$ cat config.mk
export PLATFORM = sky130hd
export DESIGN_NAME = gmevs_front
export DESIGN_NICKNAME = d
export VERILOG_FILES = /design/src/hdl/gmevs_pkg.sv /design/src/hdl/gmevs_front.sv
export SDC_FILE = /design/constraint.sdc
export NUM_CORES = 1
export LEC_CHECK = 0
export BUFFER_PORTS_ARGS = -buffer_cell sky130_fd_sc_hd__buf_2
export CAP_MARGIN = 20
export CORE_AREA = 3 3 63 109
export CTS_CLUSTER_SIZE = 14
export DETAILED_ROUTE_END_ITERATION = 16
export DIE_AREA = 0 0 66 112
export PLACE_DENSITY = 0.66
export SKIP_CTS_REPAIR_TIMING = 1
export SLEW_MARGIN = 30
export SYNTH_ARGS = -nofsm -noshare
export SYNTH_HDL_FRONTEND = slang
export SYNTH_SLANG_ARGS = --single-unit
$ cat constraint.sdc
create_clock -name clk -period 3 [get_ports clk]
set_clock_uncertainty 0.05 [all_clocks]
set_input_delay 0.45 -clock clk [delete_from_list [all_inputs] [get_ports clk]]
set_output_delay 0.45 -clock clk [all_outputs]
set_load 0.03 [all_outputs]
$ cat src/hdl/gmevs_pkg.sv
`default_nettype none
package gmevs_pkg;
	localparam int MAX_WIDTH_DEF = 64;
	localparam int MAX_HEIGHT_DEF = 64;
	localparam int PIX_W = 24;
	localparam int EN_W = 19;
	localparam int TOT_W = 25;
	localparam int CFG_W = 7;
	localparam logic CFG_IDX_WIDTH = 1'b0;
	localparam logic CFG_IDX_HEIGHT = 1'b1;

	// Squared absolute difference of two 8-bit channels.
	function automatic logic [15:0] chan_sq(input logic [7:0] a, input logic [7:0] b);
		logic [7:0] d;
		d = (a > b) ? a - b : b - a;
		return 16'(d * d);
	endfunction

	// Sum of the three channel terms of one neighbor pair.
	function automatic logic [17:0] pair_cost(input logic [23:0] a, input logic [23:0] b);
		return 18'(chan_sq(a[23:16], b[23:16])) + 18'(chan_sq(a[15:8], b[15:8]))
			+ 18'(chan_sq(a[7:0], b[7:0]));
	endfunction
endpackage
`default_nettype wire

$ cat src/hdl/gmevs_front.sv
`default_nettype none
module gmevs_front #(
	parameter int MAX_WIDTH = 64,
	parameter int MAX_HEIGHT = 64,
	localparam int AW = $clog2(MAX_WIDTH * MAX_HEIGHT),
	localparam int XW = $clog2(MAX_WIDTH),
	localparam int YW = $clog2(MAX_HEIGHT)
) (
	input  wire logic                 clk,
	input  wire logic                 arst_n,
	input  wire logic                 start,
	input  wire logic [7:0]           red,
	input  wire logic [7:0]           green,
	input  wire logic [7:0]           blue,
	input  wire logic                 cfg_valid,
	output logic                      cfg_ready,
	input  wire logic                 cfg_index,
	input  wire logic [6:0]           cfg_data,
	input  wire logic                 back_busy,
	output logic                      busy,
	output logic                      pix_we,
	output logic [AW-1:0]             pix_addr,
	output logic [23:0]               pix_data,
	output logic                      frame_go,
	output logic [XW:0]               w_out,
	output logic [YW:0]               h_out
);
	import gmevs_pkg::*;

	logic [6:0] wreg_q, hreg_q;
	logic [XW:0] x_q;
	logic [YW:0] y_q;
	logic go_q;

	// Clamp the register values to 1..MAX.
	always_comb begin
		if (wreg_q == 7'd0) w_out = (XW+1)'(1);
		else if (32'(wreg_q) > MAX_WIDTH) w_out = (XW+1)'(MAX_WIDTH);
		else w_out = (XW+1)'(wreg_q);
		if (hreg_q == 7'd0) h_out = (YW+1)'(1);
		else if (32'(hreg_q) > MAX_HEIGHT) h_out = (YW+1)'(MAX_HEIGHT);
		else h_out = (YW+1)'(hreg_q);
	end

	assign cfg_ready = 1'b1;
	assign busy = back_busy | go_q;
	assign pix_we = start & ~busy;
	assign pix_addr = AW'(32'(y_q) * MAX_WIDTH + 32'(x_q));
	assign pix_data = {red, green, blue};
	assign frame_go = go_q;

	// Pixel position counter; the last pixel of a frame hands off to the back part.
	always_ff @(posedge clk or negedge arst_n) begin
		if (!arst_n) begin
			wreg_q <= 7'd64;
			hreg_q <= 7'd64;
			x_q <= '0;
			y_q <= '0;
			go_q <= 1'b0;
		end else begin
			go_q <= 1'b0;
			if (cfg_valid) begin
				if (cfg_index == CFG_IDX_WIDTH) wreg_q <= cfg_data;
				else hreg_q <= cfg_data;
				x_q <= '0;
				y_q <= '0;
			end else if (pix_we) begin
				if (x_q + 1'b1 == w_out) begin
					x_q <= '0;
					if (y_q + 1'b1 == h_out) begin
						y_q <= '0;
						go_q <= 1'b1;
					end else begin
						y_q <= y_q + 1'b1;
					end
				end else begin
					x_q <= x_q + 1'b1;
				end
			end
		end
	end
endmodule
`default_nettype wire

==> summary.md <==
| Metric | Value |
|---|---|
| CP cell instances | `ha_1, nand3_2, o21a_1, or4_4, a311oi_4, o2111ai_1, a31oi_1` |
| F_max | `365 MHz` |
| Drt wl/cell | `15.5 um` |
| Commonest non-fill, non-tap cell in the layout | `buf_2` |
| Syn_nets | `318` |
| H-tree Lvls | `2` |
| HPWL after DPL | `4270 um` |
| TritonCTS Buffers | `5` |
| Status | `finished clean` |
| First-pass GRT wire length | `9150 um` |
| CTS root buf | `clkbuf_8` |
| #FFs+latches synth | `29` |
| Post-synth cell types | `52` |
| Area growth, synth to finish | `5.22%` |
| Placed cells | `355` |
| Port Buf Inserts | `41` |
| Leak | `1.06 nW` |
| Crit start category | `flop` |
| DIE HEIGHT | `112 um` |
| Clk buf depth | `2` |
| Vias in the first global route | `1912` |
| Max Cap Viol | `0` |
| Post-synthesis sequential area ratio | `0.304` |
| Synthesized area per cell | `8.66 sq um` |
| Row cnt | `38` |
| Die W | `66 um` |
| Synth Area in Compound Gates | `0.211` |
| Post-Synth XOR/XNOR Area | `0.0511` |
| Placement Cell Area | `2440 sq um` |
| TNS Setup | `0 ns` |
| WP data arrival | `2.89 ns` |
| Post-synthesis simple-gate area fraction | `0.207` |
| Gate power share | `0.294` |
| P_sw | `0.411 mW` |
| Slowest cell on the critical path | `or4_4` |
| Fin. max-slew vios | `0` |
| Fillers | `623` |
| Tcrit/Tclk final | `0.914` |
| Crit Path Class | `flop to flop` |
| Worst slew pin tran | `0.679 ns` |
| Largest net degree at the start of global routing | `30` |
| Cells after synthesis | `277` |
| Mapped Area | `2400 sq um` |
| Max FO, Critical Path | `9` |
| Pint | `0.710 mW` |
| CTS tree | `built` |
| Sw Ratio | `0.366` |
| EDFF count, synth | `0` |
| Synth warn | `0` |
| WHS | `0.152 ns` |
| Largest family of logic cells by synthesized area | `compound AO/OA/AOI/OAI gates` |
| Initial Util | `0.391` |
| Dpl ws | `0.265 ns` |
| Vias per cell | `5.46` |
| Worst skew pair latency | `0.28 ns` |
| DRT iter0 DRCs | `69` |
| Largest stage delay, worst path | `0.52 ns` |
| Endpoints failing hold | `0` |
| Layout cells sized above 1 | `0.285` |
| Clock Sink Count | `29` |
| CORE AREA | `6130 sq um` |
| FFs w/ async S/R, synth | `1.00` |
| Clock transition at path regs | `0.07 ns` |
| RSZ-0062 raised after global routing | `false` |
| Antenna cells | `0` |
| Routed Antenna Nets | `0` |
| Crit end category | `flop` |
| Multiplexer share of the synthesized area | `0.0647` |
| First-pass iteration count of the detailed router | `4` |
| Worst min-delay path class | `input port to async pin` |
| Relative slew slack | `0.547` |
| GRT Residual Overflow | `0` |
| Initial antenna violation count | `0` |
| Design area | `2520 sq um` |
| Die footprint | `7390 sq um` |
| Total Routing Usage GR | `0.159` |
| Clock power share | `0.277` |
| Final nets | `324` |
| Max VDD drop | `0.171 mV` |
| Post-Route WL | `5640 um` |
| PD cells | `444 nW/um^2` |
| Most frequent cells in the layout | `buf_2, dfrtp_1, nand2_1` |
| IO Pins | `91` |
| DRC viols | `0` |
| Gpl congestion | `0.842` |
| Final setup violation count | `0` |
| Setup ws final | `0.258 ns` |
| CP required | `3.15 ns` |
| Top_reg_cell synth | `dfrtp_1` |
| Synth Area in Adders | `0.0209` |
| Post-route insts no fill | `364` |
| Fin crit period | `2.74 ns` |
| Seq pwr share | `0.429` |
| Via count | `1987` |
power groups by stage:
stage               Combinational, mW  Sequential, mW  Clock [mW]
global route                    0.360           0.487       0.339
detailed placement              0.331           0.488           0
global placement                0.327           0.486           0
floorplan                       0.322           0.460           0
CTS                             0.332           0.480       0.322
finish                          0.330           0.480       0.311
cell usage after synthesis, drive strengths merged, types with 2 or more instances:
cell type  number  share of area
buf            39           0.11
dfrtp          27           0.28
nand2          19          0.030
nor2b          18          0.047
o21ai          15          0.031
a21oi          13          0.027
nand3          13          0.029
mux2           12          0.056
xnor2          11          0.040
clkbuf         10          0.016
nor3           10          0.021
nor2            9          0.014
o2111ai         9          0.033
inv             6         0.0094
nor4            5          0.013
a31oi           4          0.010
ha              4          0.021
o211ai          4          0.013
a21o            3         0.0094
nand2b          3         0.0078
nor3b           3         0.0094
o21a            3         0.0094
o2bb2ai         3          0.011
or4             3          0.013
xor2            3          0.011
a211oi          2         0.0063
dfstp           2          0.022
mux2i           2         0.0083
o221a           2         0.0094
critical path: cells and delay by family, from the launching register on:
kind | cells | cell delay, ns
adders and majority gates | 1 | 0.34
and+or+nand+nor | 2 | 0.67
AOI/OAI and AO/OA | 4 | 1.11
DFF | 1 | 0.49
layout make-up:
class	instances	area, sq um	area share
Tap cell	80	100	0.0397
Timing Repair Buffer	48	255	0.101
Clock buffer	6	72.6	0.0288
Clock inverter	2	10.0	0.00397
Sequential cell	29	728	0.289
Inverter	6	22.5	0.00892
Multi-Input combinational cell	193	1340	0.529
registers in the layout, indices dropped and copies added (netlist names):
name,count
frame_go,1
hreg_q,7
wreg_q,7
x_q,7
y_q,7
metal layers:
layer  global-route usage  vias to the layer above  routed length, um
met5                    0                        -                  0
met4               0.0855                        0                141
met3               0.0172                       12                236
met2                0.293                       43               3110
met1                0.171                      940               2150
li1                     -                      992                  -
cells by family after synthesis:
kind of cell             count (synthesis)
AO/OA/AOI/OAI                           70
XOR/XNOR                                14
adder cells (fa/ha/maj)                  4
buffers and inverters                   55
flip-flops                              29
multiplexers                            14
other                                    1
AND/OR/NAND/NOR                         90
final timing paths:
check / start / cells past startpoint / to / slack [ns]
worst max-delay path: x_q[0]$_DFFE_PN0P_ / 7 / y_q[6]$_DFFE_PN0P_ / 0.26
min in group clk: cfg_data[2] / 3 / wreg_q[2]$_DFFE_PN0P_ / 0.36
worst max register to register: x_q[0]$_DFFE_PN0P_ / 7 / y_q[6]$_DFFE_PN0P_ / 0.26
worst min register to register: wreg_q[3]$_DFFE_PN0P_ / 1 / wreg_q[3]$_DFFE_PN0P_ / 0.49
max in group asynchronous: arst_n / 1 / wreg_q[0]$_DFFE_PN0P_ / 2.30
worst min-delay path: arst_n / 1 / y_q[5]$_DFFE_PN0P_ / 0.15
stage by stage:
step | utilization | total power, mW
2_1_floorplan | - | 0.782
3_3_place_gp | 0.397 | 0.813
3_5_place_dp | 0.397 | 0.819
4_1_cts | 0.411 | 1.13
5_1_grt | 0.411 | 1.19
6_report | 0.411 | 1.12
No activity file was read; power rests on OpenSTA's default activity.
