--- config.mk ---
export PLATFORM = sky130hd
export DESIGN_NAME = gmevs_ram
export DESIGN_NICKNAME = d
export VERILOG_FILES = /design/src/hdl/gmevs_ram.sv
export SDC_FILE = /design/constraint.sdc
export NUM_CORES = 1
export LEC_CHECK = 0
export BUFFER_PORTS_ARGS = -buffer_cell sky130_fd_sc_hd__buf_2
export CELL_PAD_IN_SITES_DETAIL_PLACEMENT = 1
export CELL_PAD_IN_SITES_GLOBAL_PLACEMENT = 1
export CORE_AREA = 2 2 99 101
export CTS_BUF_LIST = sky130_fd_sc_hd__clkbuf_4 sky130_fd_sc_hd__clkbuf_8 sky130_fd_sc_hd__clkbuf_16
export DETAILED_ROUTE_END_ITERATION = 8
export DIE_AREA = 0 0 101 103
export PLACE_DENSITY_LB_ADDON = 0.12
export SYNTH_ARGS = -nofsm -noshare
export SYNTH_HDL_FRONTEND = slang
export SYNTH_SLANG_ARGS = --single-unit
export TNS_END_PERCENT = 30
--- constraint.sdc ---
create_clock -name clk -period 5.4 [get_ports clk]
set_clock_uncertainty 0.05 [all_clocks]
set_input_delay 1.08 -clock clk [delete_from_list [all_inputs] [get_ports clk]]
set_output_delay 1.08 -clock clk [all_outputs]
set_load 0.01 [all_outputs]
--- src/hdl/gmevs_ram.sv ---
`default_nettype none
module gmevs_ram #(
	parameter int WIDTH = 8,
	parameter int DEPTH = 16
) (
	input  wire logic                     clk,
	input  wire logic                     we,
	input  wire logic [$clog2(DEPTH)-1:0] waddr,
	input  wire logic [WIDTH-1:0]         wdata,
	input  wire logic [$clog2(DEPTH)-1:0] raddr,
	output logic      [WIDTH-1:0]         rdata
);
	logic [WIDTH-1:0] mem [DEPTH];

	// One write port, one registered read port.
	always_ff @(posedge clk) begin
		if (we) begin
			mem[waddr] <= wdata;
		end
		rdata <= mem[raddr];
	end
endmodule
`default_nettype wire

==> out/metrics.cfg, run 1 <==
[synthesis]
yosys_warnings=0
synth.largest_area_cell=edfxtp_1
syn-num-nets=247
yosys-top-cells-area=edfxtp_1 75%, mux4_2 7.9%, mux4_1 7.1%, dfxtp_1 3.1%, a22oi_1 2.3%
synth_xor_xnor_area_share_pct=0
synth_mux_area_share_pct=15.02
synth-simple-area-share_pct=3.184
synth_cell_types=19
syn_avg_cell_area_sq_um=22.48
synth.top_cell.area_share_pct=74.67
synthesis.area_sq_um=5147
yosysSeqAreaShare_pct=77.78
synth_top_family_by_area=multiplexers
syn_inst=229
synth_seq_cells=136
synth_compound_area_share_pct=2.333
synthAdderAreaFrac_pct=0

[power_and_ir_drop]
p_leak_nw=1.989
p_per_area_nw_per_um2=402.0
ir_worst_vdd_uv=237.1
p_total_mw=2.379

[global_route]
antenna_found_initial=0
first_global_vias=2542
grt_first_pass_wirelength_microns=15750
grt_util_met1_pct=32.56
top_usage_layer=met2
grt_overflow=0
track_usage_pct=22.52
use_met2_pct=33.08
grt_max_degree=33
met3_usage_pct=4.949

[clock_network]
cts_tree=yes
post-cts-setup-buffers=0
cts_buffer_depth=2
clock_sinks=136
post_cts_resized=0
numCtsBuffers=17
hold_buffers=0
path_clk_slew_ns=0.06
worstSkewPairLatency_ns=0.51
cts_htree_levels=4
root_buffer=clkbuf_8

[floorplan]
dieWidth_microns=101
die_y_microns=103
die-area_sq_um=10400
io_pins=26
num_rows=36
start_util_pct=54.42
core-area_sq_um=9459

[routing]
drt_iter0_drc=250
vias_per_cell=6.181
route.vias.total=2423
first_pass_iters=5
routed_wl_microns=10390
postRouteAntennaNets=0
avgRoutedWirePerCell_microns=26.51
drcViolationCount=0

[run_status]
status=complete, no violations

[finish]
nets=284
syn_to_final_growth_pct=14.97
final_cell_mix=128 x edfxtp_1, 25 x buf_2, 18 x mux4_2
regArea_sq_um=4004
drive_gt1_share_pct=28.42
final_common_cell=edfxtp_1
fillers=776
multiInputGateArea_sq_um=1062
utilization_pct=62.57
diodes=0

[worst_setup_path]
required_ns=5.74
rr_worst_depth=3
crit_path_start_kind=primary input
critPathKind=primary input to register
setup.worst_path.end_class=register
cp_max_fo=28
crit_arrival_ns=3.01

[run]
cap_violations=0

[timing]
fin_crit_ns=2.667
rsz0062_at_grt=false
drv_slew=0
setup_tns_ns=0
max_slew_margin_pct=12.20
hold_violations=0
setup_viol=0
period_share_pct=49.38
fmax_mhz=375.0
finalWorstSetupSlack_ns=2.733
worst_slew_pin_slew_ns=1.307

[worst_hold_path]
hold_class=register to register
hold_path_depth=3

[placed_design]
dp_hpwl_microns=6202
gp_congestion=0.7262
pre_cts_slack_ns=2.188
port_buffers=25

final timing paths:
| kind | startpoint | to | slack [ns] |
|---|---|---|---|
| worst max-delay path | raddr[0] | rdata[2] | 2.73 |
| worst min-delay path | mem[14][7] | rdata[7] | 0.62 |
| worst max register to register | mem[2][7] | rdata[7] | 3.95 |
| worst min register to register | mem[14][7] | rdata[7] | 0.62 |
cell usage after synthesis, drive strengths merged:
library cell / n
a22oi: 16
and2: 1
and2b: 1
buf: 7
clkdlybuf4s25: 3
dfxtp: 8
edfxtp: 128
mux4: 32
nand2: 9
nand2b: 2
nand3: 1
nand3b: 2
nor2: 13
nor2b: 1
nor3: 4
or3b: 1
power by group:
group / switching (mW) / internal [mW]
Combinational: 0.0644 / 0.0428
Clock: 0.401 / 0.683
Sequential: 0.00737 / 1.18
metrics by stage:
step	hold slack, ns	instance area, sq um	instances
after floorplan	0.5793	5147	229
after global routing	0.6439	5918	392
final	0.6158	5918	392
after global placement	0.6119	5356	361
after CTS	0.6238	5918	392
after detailed placement	0.6150	5356	361
metal layers:
| metal | part of all wire, % | wire length [microns] | vias up |
|---|---|---|---|
| li1 | - | - | 1046 |
| met1 | 44 | 4608 | 1284 |
| met2 | 49 | 5094 | 80 |
| met3 | 5.0 | 524 | 13 |
| met4 | 1.6 | 165 | 0 |
| met5 | 0 | 0 | - |
critical path: stages:
cell and delay (ns):
buf_2 0.71, buf_4 0.31, mux4_1 0.58, a22oi_1 0.22, nand2_1 0.09
area by class of cell:
| class | count | area share, % |
|---|---|---|
| Sequential cell | 136 | 67.65 |
| Tap cell | 114 | 2.410 |
| Timing Repair Buffer | 28 | 2.495 |
| Multi-Input combinational cell | 83 | 17.95 |
| Clock buffer | 22 | 7.738 |
| Clock inverter | 9 | 1.755 |
flip-flops by register name, summed over array words and instances (netlist names):
name   flops
mem      128
rdata      8
kinds of logic (layout without fill, tap and decap cells):
kind of cell           after synthesis  in the layout
DFF                                136            136
and+or+nand+nor                     35             35
muxes                               32             32
AOI/OAI and AO/OA                   16             16
buffers and inverters               10             59
No activity file was read; power rests on OpenSTA's default activity.
==> inputs of run 2 (changes only) <==
--- a/config.mk
+++ b/config.mk
@@ -8,10 +8,10 @@
 export BUFFER_PORTS_ARGS = -buffer_cell sky130_fd_sc_hd__buf_2
 export CELL_PAD_IN_SITES_DETAIL_PLACEMENT = 1
 export CELL_PAD_IN_SITES_GLOBAL_PLACEMENT = 1
-export CORE_AREA = 2 2 99 101
+export CORE_AREA = 2 2 102 104
 export CTS_BUF_LIST = sky130_fd_sc_hd__clkbuf_4 sky130_fd_sc_hd__clkbuf_8 sky130_fd_sc_hd__clkbuf_16
 export DETAILED_ROUTE_END_ITERATION = 8
-export DIE_AREA = 0 0 101 103
+export DIE_AREA = 0 0 104 106
 export PLACE_DENSITY_LB_ADDON = 0.12
 export SYNTH_ARGS = -nofsm -noshare
 export SYNTH_HDL_FRONTEND = slang
==> constraint.sdc (replaced) <==
create_clock -name clk -period 2.7 [get_ports clk]
set_clock_uncertainty 0.05 [all_clocks]
set_input_delay 0.54 -clock clk [delete_from_list [all_inputs] [get_ports clk]]
set_output_delay 0.54 -clock clk [all_outputs]
set_load 0.01 [all_outputs]
==> run 2 against run 1 <==
  * Worst setup slack worse by 1.7 ns
  * Sequential power is 100% higher
  * Count of clock-buffer cells in the layout rose by 3
  * First-iteration DRC count fell by 48%
  * Power grew 97%
  * Routed wire length is 3.0% higher
  * Non-clock buffer count up 15
  * Clock power is 93% higher
  * Core utilization is 2.0 points lower
  * Design area is 2.3% higher
  * Cell count rose by 9.2%
  * Sequential share of layout area decreased by 1.5 points
==> out/metrics.cfg, run 2 (synthesis results as in run 1) <==
[run_status]
status=complete, no violations

[timing]
setup_tns_ns=0
hold_violations=0
period_share_pct=61.03
drv_slew=0
worst_slew_pin_slew_ns=0.8295
rsz0062_at_grt=false
max_slew_margin_pct=44.50
fin_crit_ns=1.648
whs_ns=0.3636
setup_viol=0
fmax_mhz=606.9

[worst_setup_path]
worst_r2r_endpoint=rdata[3]
crit_buf_inv=1
rr_worst_depth=3
setup.worst_path.end_class=primary output
crit_arrival_ns=1.06
r2r_setup_slack_ns=1.29
crit_family=flip-flops
crit_path_start_kind=register
critPathKind=register to primary output
r2r_start=mem[0][3]
slowest_delay_ns=0.38
required_ns=2.11
cp_max_fo=1
crit_path_top_delay_cell=dfxtp_1
crit_chain=buf_2

[finish]
nets=299
diodes=0
fin_cells=428
regArea_sq_um=4004
multiInputGateArea_sq_um=1057
drive_gt1_share_pct=31.16
fillers=864
top_regs=mem (128), rdata (8)
syn_to_final_growth_pct=17.57
largest_reg_flops=128
final_common_cell=edfxtp_1
utilization_pct=60.52
final_cell_mix=128 x edfxtp_1, 25 x buf_2, 18 x mux4_2
largest_register=mem

[floorplan]
core-area_sq_um=10000
dieWidth_microns=104
die-area_sq_um=11020
io_pins=26
die_y_microns=106
start_util_pct=51.48
num_rows=37

[power_and_ir_drop]
p_leak_nw=2.073
ir_worst_vdd_uv=325.6
p_total_mw=4.681
p_per_area_nw_per_um2=773.5

[global_route]
first_global_vias=2642
grt_max_degree=33
antenna_found_initial=0
grt_first_pass_wirelength_microns=16040
track_usage_pct=21.03
grt_overflow=0

[clock_network]
cts_htree_levels=4
post_cts_resized=0
hold_buffers=0
numCtsBuffers=17
cts_tree=yes
root_buffer=clkbuf_8
worstSkewPairLatency_ns=0.51
cts_buffer_depth=2
clock_sinks=136
post-cts-setup-buffers=0
path_clk_slew_ns=0.06

[routing]
postRouteAntennaNets=0
drt_iter0_drc=130
routed_wl_microns=10710
drcViolationCount=0
first_pass_iters=4
avgRoutedWirePerCell_microns=25.02
route.vias.total=2466
vias_per_cell=5.762

[worst_hold_path]
min_to=mem[7][5]
hold_path_depth=1
hp-start=wdata[5]
hold_class=primary input to register

[placed_design]
dp_cells=398
dp_hpwl_microns=6479
port_buffers=25
gp_congestion=0.7340

[run]
cap_violations=0

[run 2: changes by cell type in the layout (fill, tap and decap cells not counted), moves of 2 or more]
cell | before | now
buf_4 | 3 | 16
clkbuf_4 | 4 | 6
clkinvlp_4 | 2 | 0
buf_12 | 0 | 2
[run 2: per-stage QoR]
| stage | area [sq um] | setup WS (ns) |
|---|---|---|
| after detailed placement | 5517 | 0.6230 |
| after CTS | 6052 | 1.042 |
| final | 6052 | 1.052 |
| after global placement | 5517 | 0.6226 |
| after floorplan | 5147 | 0.6171 |
| after global routing | 6052 | 1.035 |
[run 2: how the worst max path moves through the flow]
stage / to / from / slack (ns) / cells past startpoint
floorplan: mem[0][0] / waddr[2] / 0.62 / 2
global placement: rdata[1] / raddr[0] / 0.62 / 5
detailed placement: rdata[3] / raddr[0] / 0.62 / 5
CTS: rdata[6] / rdata[6] / 1.04 / 1
global route: rdata[6] / rdata[6] / 1.03 / 1
finish: rdata[6] / rdata[6] / 1.05 / 1
[run 2: power by group]
part	internal, mW	switching (mW)	total (mW)
combinational	0.0940	0.127	0.221
clock	1.31	0.771	2.08
sequential	2.36	0.0168	2.38
total	3.77	0.915	4.68
[run 2: worst reg2reg max path: cells and delay by family, from the launching register on]
| kind | cells | cell delay (ns) |
|---|---|---|
| DFF | 1 | 0.37 |
| and+or+nand+nor | 1 | 0.08 |
| muxes | 1 | 0.50 |
| AOI/OAI and AO/OA | 1 | 0.30 |
[run 2: final cells by class]
class	count	share of cell area [%]
Tap cell	136	2.812
Timing Repair Buffer	43	4.714
Sequential cell	136	66.16
Multi-Input combinational cell	83	17.47
Clock buffer	25	8.042
Clock inverter	5	0.8063
[run 2: metal layers]
metal	vias to the layer above	wire length (microns)	track usage [%]
li1	1078	-	-
met1	1297	4574	27.20
met2	76	5561	35.48
met3	15	449	4.660
met4	0	124	7.625
met5	-	0	0
==> inputs of run 3 (changes only) <==
--- a/config.mk
+++ b/config.mk
@@ -5,13 +5,14 @@
 export SDC_FILE = /design/constraint.sdc
 export NUM_CORES = 1
 export LEC_CHECK = 0
+export ABC_AREA = 1
 export BUFFER_PORTS_ARGS = -buffer_cell sky130_fd_sc_hd__buf_2
 export CELL_PAD_IN_SITES_DETAIL_PLACEMENT = 1
 export CELL_PAD_IN_SITES_GLOBAL_PLACEMENT = 1
-export CORE_AREA = 2 2 102 104
+export CORE_AREA = 2 2 118 120
 export CTS_BUF_LIST = sky130_fd_sc_hd__clkbuf_4 sky130_fd_sc_hd__clkbuf_8 sky130_fd_sc_hd__clkbuf_16
 export DETAILED_ROUTE_END_ITERATION = 8
-export DIE_AREA = 0 0 104 106
+export DIE_AREA = 0 0 120 122
 export PLACE_DENSITY_LB_ADDON = 0.12
 export SYNTH_ARGS = -nofsm -noshare
 export SYNTH_HDL_FRONTEND = slang
==> constraint.sdc (replaced) <==
create_clock -name clk -period 1.4 [get_ports clk]
set_clock_uncertainty 0.05 [all_clocks]
set_input_delay 0.28 -clock clk [delete_from_list [all_inputs] [get_ports clk]]
set_output_delay 0.28 -clock clk [all_outputs]
set_load 0.01 [all_outputs]
==> run 3 against run 2 <==
  * Largest cell class unchanged
  * Non-clock buffer count is 7 higher
  * Register-to-register slack worse by 1.0 ns
  * Clock power is 120% higher
  * Largest power group unchanged
==> out/metrics.cfg, run 3 <==
[run_status]
status=complete, no violations

[synthesis]
yosys-top-cells-area=edfxtp_1 67%, nand2_1 11%, nand3_1 8.4%, inv_1 6.5%, dfxtp_1 2.8%
yosys_warnings=0
syn_inst=551
syn_avg_cell_area_sq_um=10.47
yosysSeqAreaShare_pct=69.43
synth_xor_xnor_area_share_pct=0
synthFlopType=edfxtp_1
synth_cell_types=12
synth_compound_area_share_pct=0
synth_top_family_by_area=simple AND/OR/NAND/NOR gates
async_reset_ff_share_pct=0
synth_seq_cells=136
synth.top_cell.area_share_pct=66.65
synthAdderAreaFrac_pct=0
ys_top_cells_by_count=173 x nand2_1, 128 x edfxtp_1, 100 x inv_1
syn-num-nets=569
synth.largest_area_cell=edfxtp_1
post-synth-top-count-cell=nand2_1
synthesis.area_sq_um=5767
synth_mux_area_share_pct=0
synth-simple-area-share_pct=21.05
synth_edf_count=128

[worst_setup_path]
crit_path_start_kind=register
setup.worst_path.end_class=primary output
crit_chain=buf_2
crit_family=flip-flops
crit_path_top_delay_cell=dfxtp_1
r2r_start=mem[12][0]
required_ns=1.07
cp_num_cells=1
slowest_delay_ns=0.38
crit_buf_inv=1
critPathLaunch=rdata[6]
cp_max_fo=1
rr_worst_depth=6
crit_arrival_ns=0.95
critPathKind=register to primary output

[floorplan]
core-area_sq_um=13500
die_y_microns=122
num_rows=43
die-area_sq_um=14640
start_util_pct=42.70
io_pins=26
dieWidth_microns=120

[routing]
route.vias.total=3969
routed_wl_microns=15530
first_pass_iters=4
drt_iter0_drc=309
postRouteAntennaNets=0
vias_per_cell=5.037
avgRoutedWirePerCell_microns=19.71
drcViolationCount=0

[power_and_ir_drop]
p_leak_nw=2.961
ir_worst_vdd_uv=893.7
p_per_area_nw_per_um2=1437

[timing]
fmax_mhz=781.3
finalWorstSetupSlack_ns=0.1201
setup_viol=0
rsz0062_at_grt=false
fin_crit_ns=1.280
worst_slew_pin_slew_ns=0.4277
hold_violations=0
drv_slew=0
period_share_pct=91.42
max_slew_margin_pct=71.49

[clock_network]
root_buffer=clkbuf_16
hold_buffers=0
post_cts_resized=0
path_clk_slew_ns=0.06
cts_tree=yes
numCtsBuffers=17
clock_sinks=136
post-cts-setup-buffers=0
worstSkewPairLatency_ns=0.42
cts_htree_levels=4
cts_buffer_depth=2

[finish]
nets=614
final_cell_mix=173 x nand2_1, 128 x edfxtp_1, 100 x inv_1
top_regs=mem (128), rdata (8)
fin_cells=788
final_common_cell=nand2_1
drive_gt1_share_pct=12.99
final_cell_area_sq_um=6799
syn_to_final_growth_pct=17.90
largest_register=mem
diodes=0
largest_reg_flops=128

[placed_design]
dp_cells=757
placed_area_sq_um=6201
pre_cts_slack_ns=-0.09926
gp_congestion=0.8070
dp_hpwl_microns=9567
port_buffers=25

[global_route]
antenna_found_initial=0
grt_first_pass_wirelength_microns=23920
grt_overflow=0
track_usage_pct=22.85
first_global_vias=4092
grt_max_degree=42

[worst_hold_path]
hp-start=raddr[3]
hold_path_depth=3
hold_class=primary input to register

[run]
cap_violations=0

-- run 3: cell count changes in the layout (fill, tap and decap cells not counted), sizes merged, moves of 4 or more --
cell / delta
a22oi: -16
buf: +7
clkbuf: -6
inv: +102
mux4: -32
nand2: +164
nand3: +96
nor2: +4
nor3: -4
-- run 3: cell families after synthesis --
kind of cell / after synthesis
AND/OR/NAND/NOR: 289
flip-flops: 136
buffers and inverters: 126
-- run 3: layer usage --
metal  vias up  wire length [microns]  global-route usage [%]
met5         -                      0                       0
met4         0                    387                   8.529
met3        31                    878                   5.056
met2       125                   7133                   35.48
met1      1948                   7129                   31.60
li1       1865                      -                       -
-- run 3: worst paths after layout --
path / end / slack (ns)
max: rdata[6] / 0.12
min: rdata[3] / 0.18
max reg2reg: rdata[0] / 0.28
min reg2reg: rdata[2] / 0.62
-- run 3: stage by stage --
| step | power, mW | utilization [%] | TNS, ns | hold slack (ns) |
|---|---|---|---|---|
| floorplan | 4.993 | - | 0 | 0.3289 |
| CTS | 9.856 | 50.35 | 0 | 0.1682 |
| detailed placement | 5.284 | 45.92 | -0.1186 | 0.6140 |
| global route | 10.08 | 50.35 | 0 | 0.1824 |
| global placement | 5.268 | 45.92 | -0.05423 | 0.6008 |
| finish | 9.769 | 50.35 | 0 | 0.1833 |
-- run 3: layout make-up --
class	instances	area (sq um)
clock buffers	19	440.4
multi-input cells	289	1214
inverters	102	382.9
fillers	1500	6705
flip-flops and latches	136	4004
clock inverters	12	157.7
repair buffers	50	375.4
well taps	180	225.2
-- run 3: power breakdown --
group / internal, mW / total (mW) / switching (mW)
Sequential: 4.55 / 4.58 / 0.0304
Clock: 2.97 / 4.57 / 1.60
Combinational: 0.185 / 0.618 / 0.432
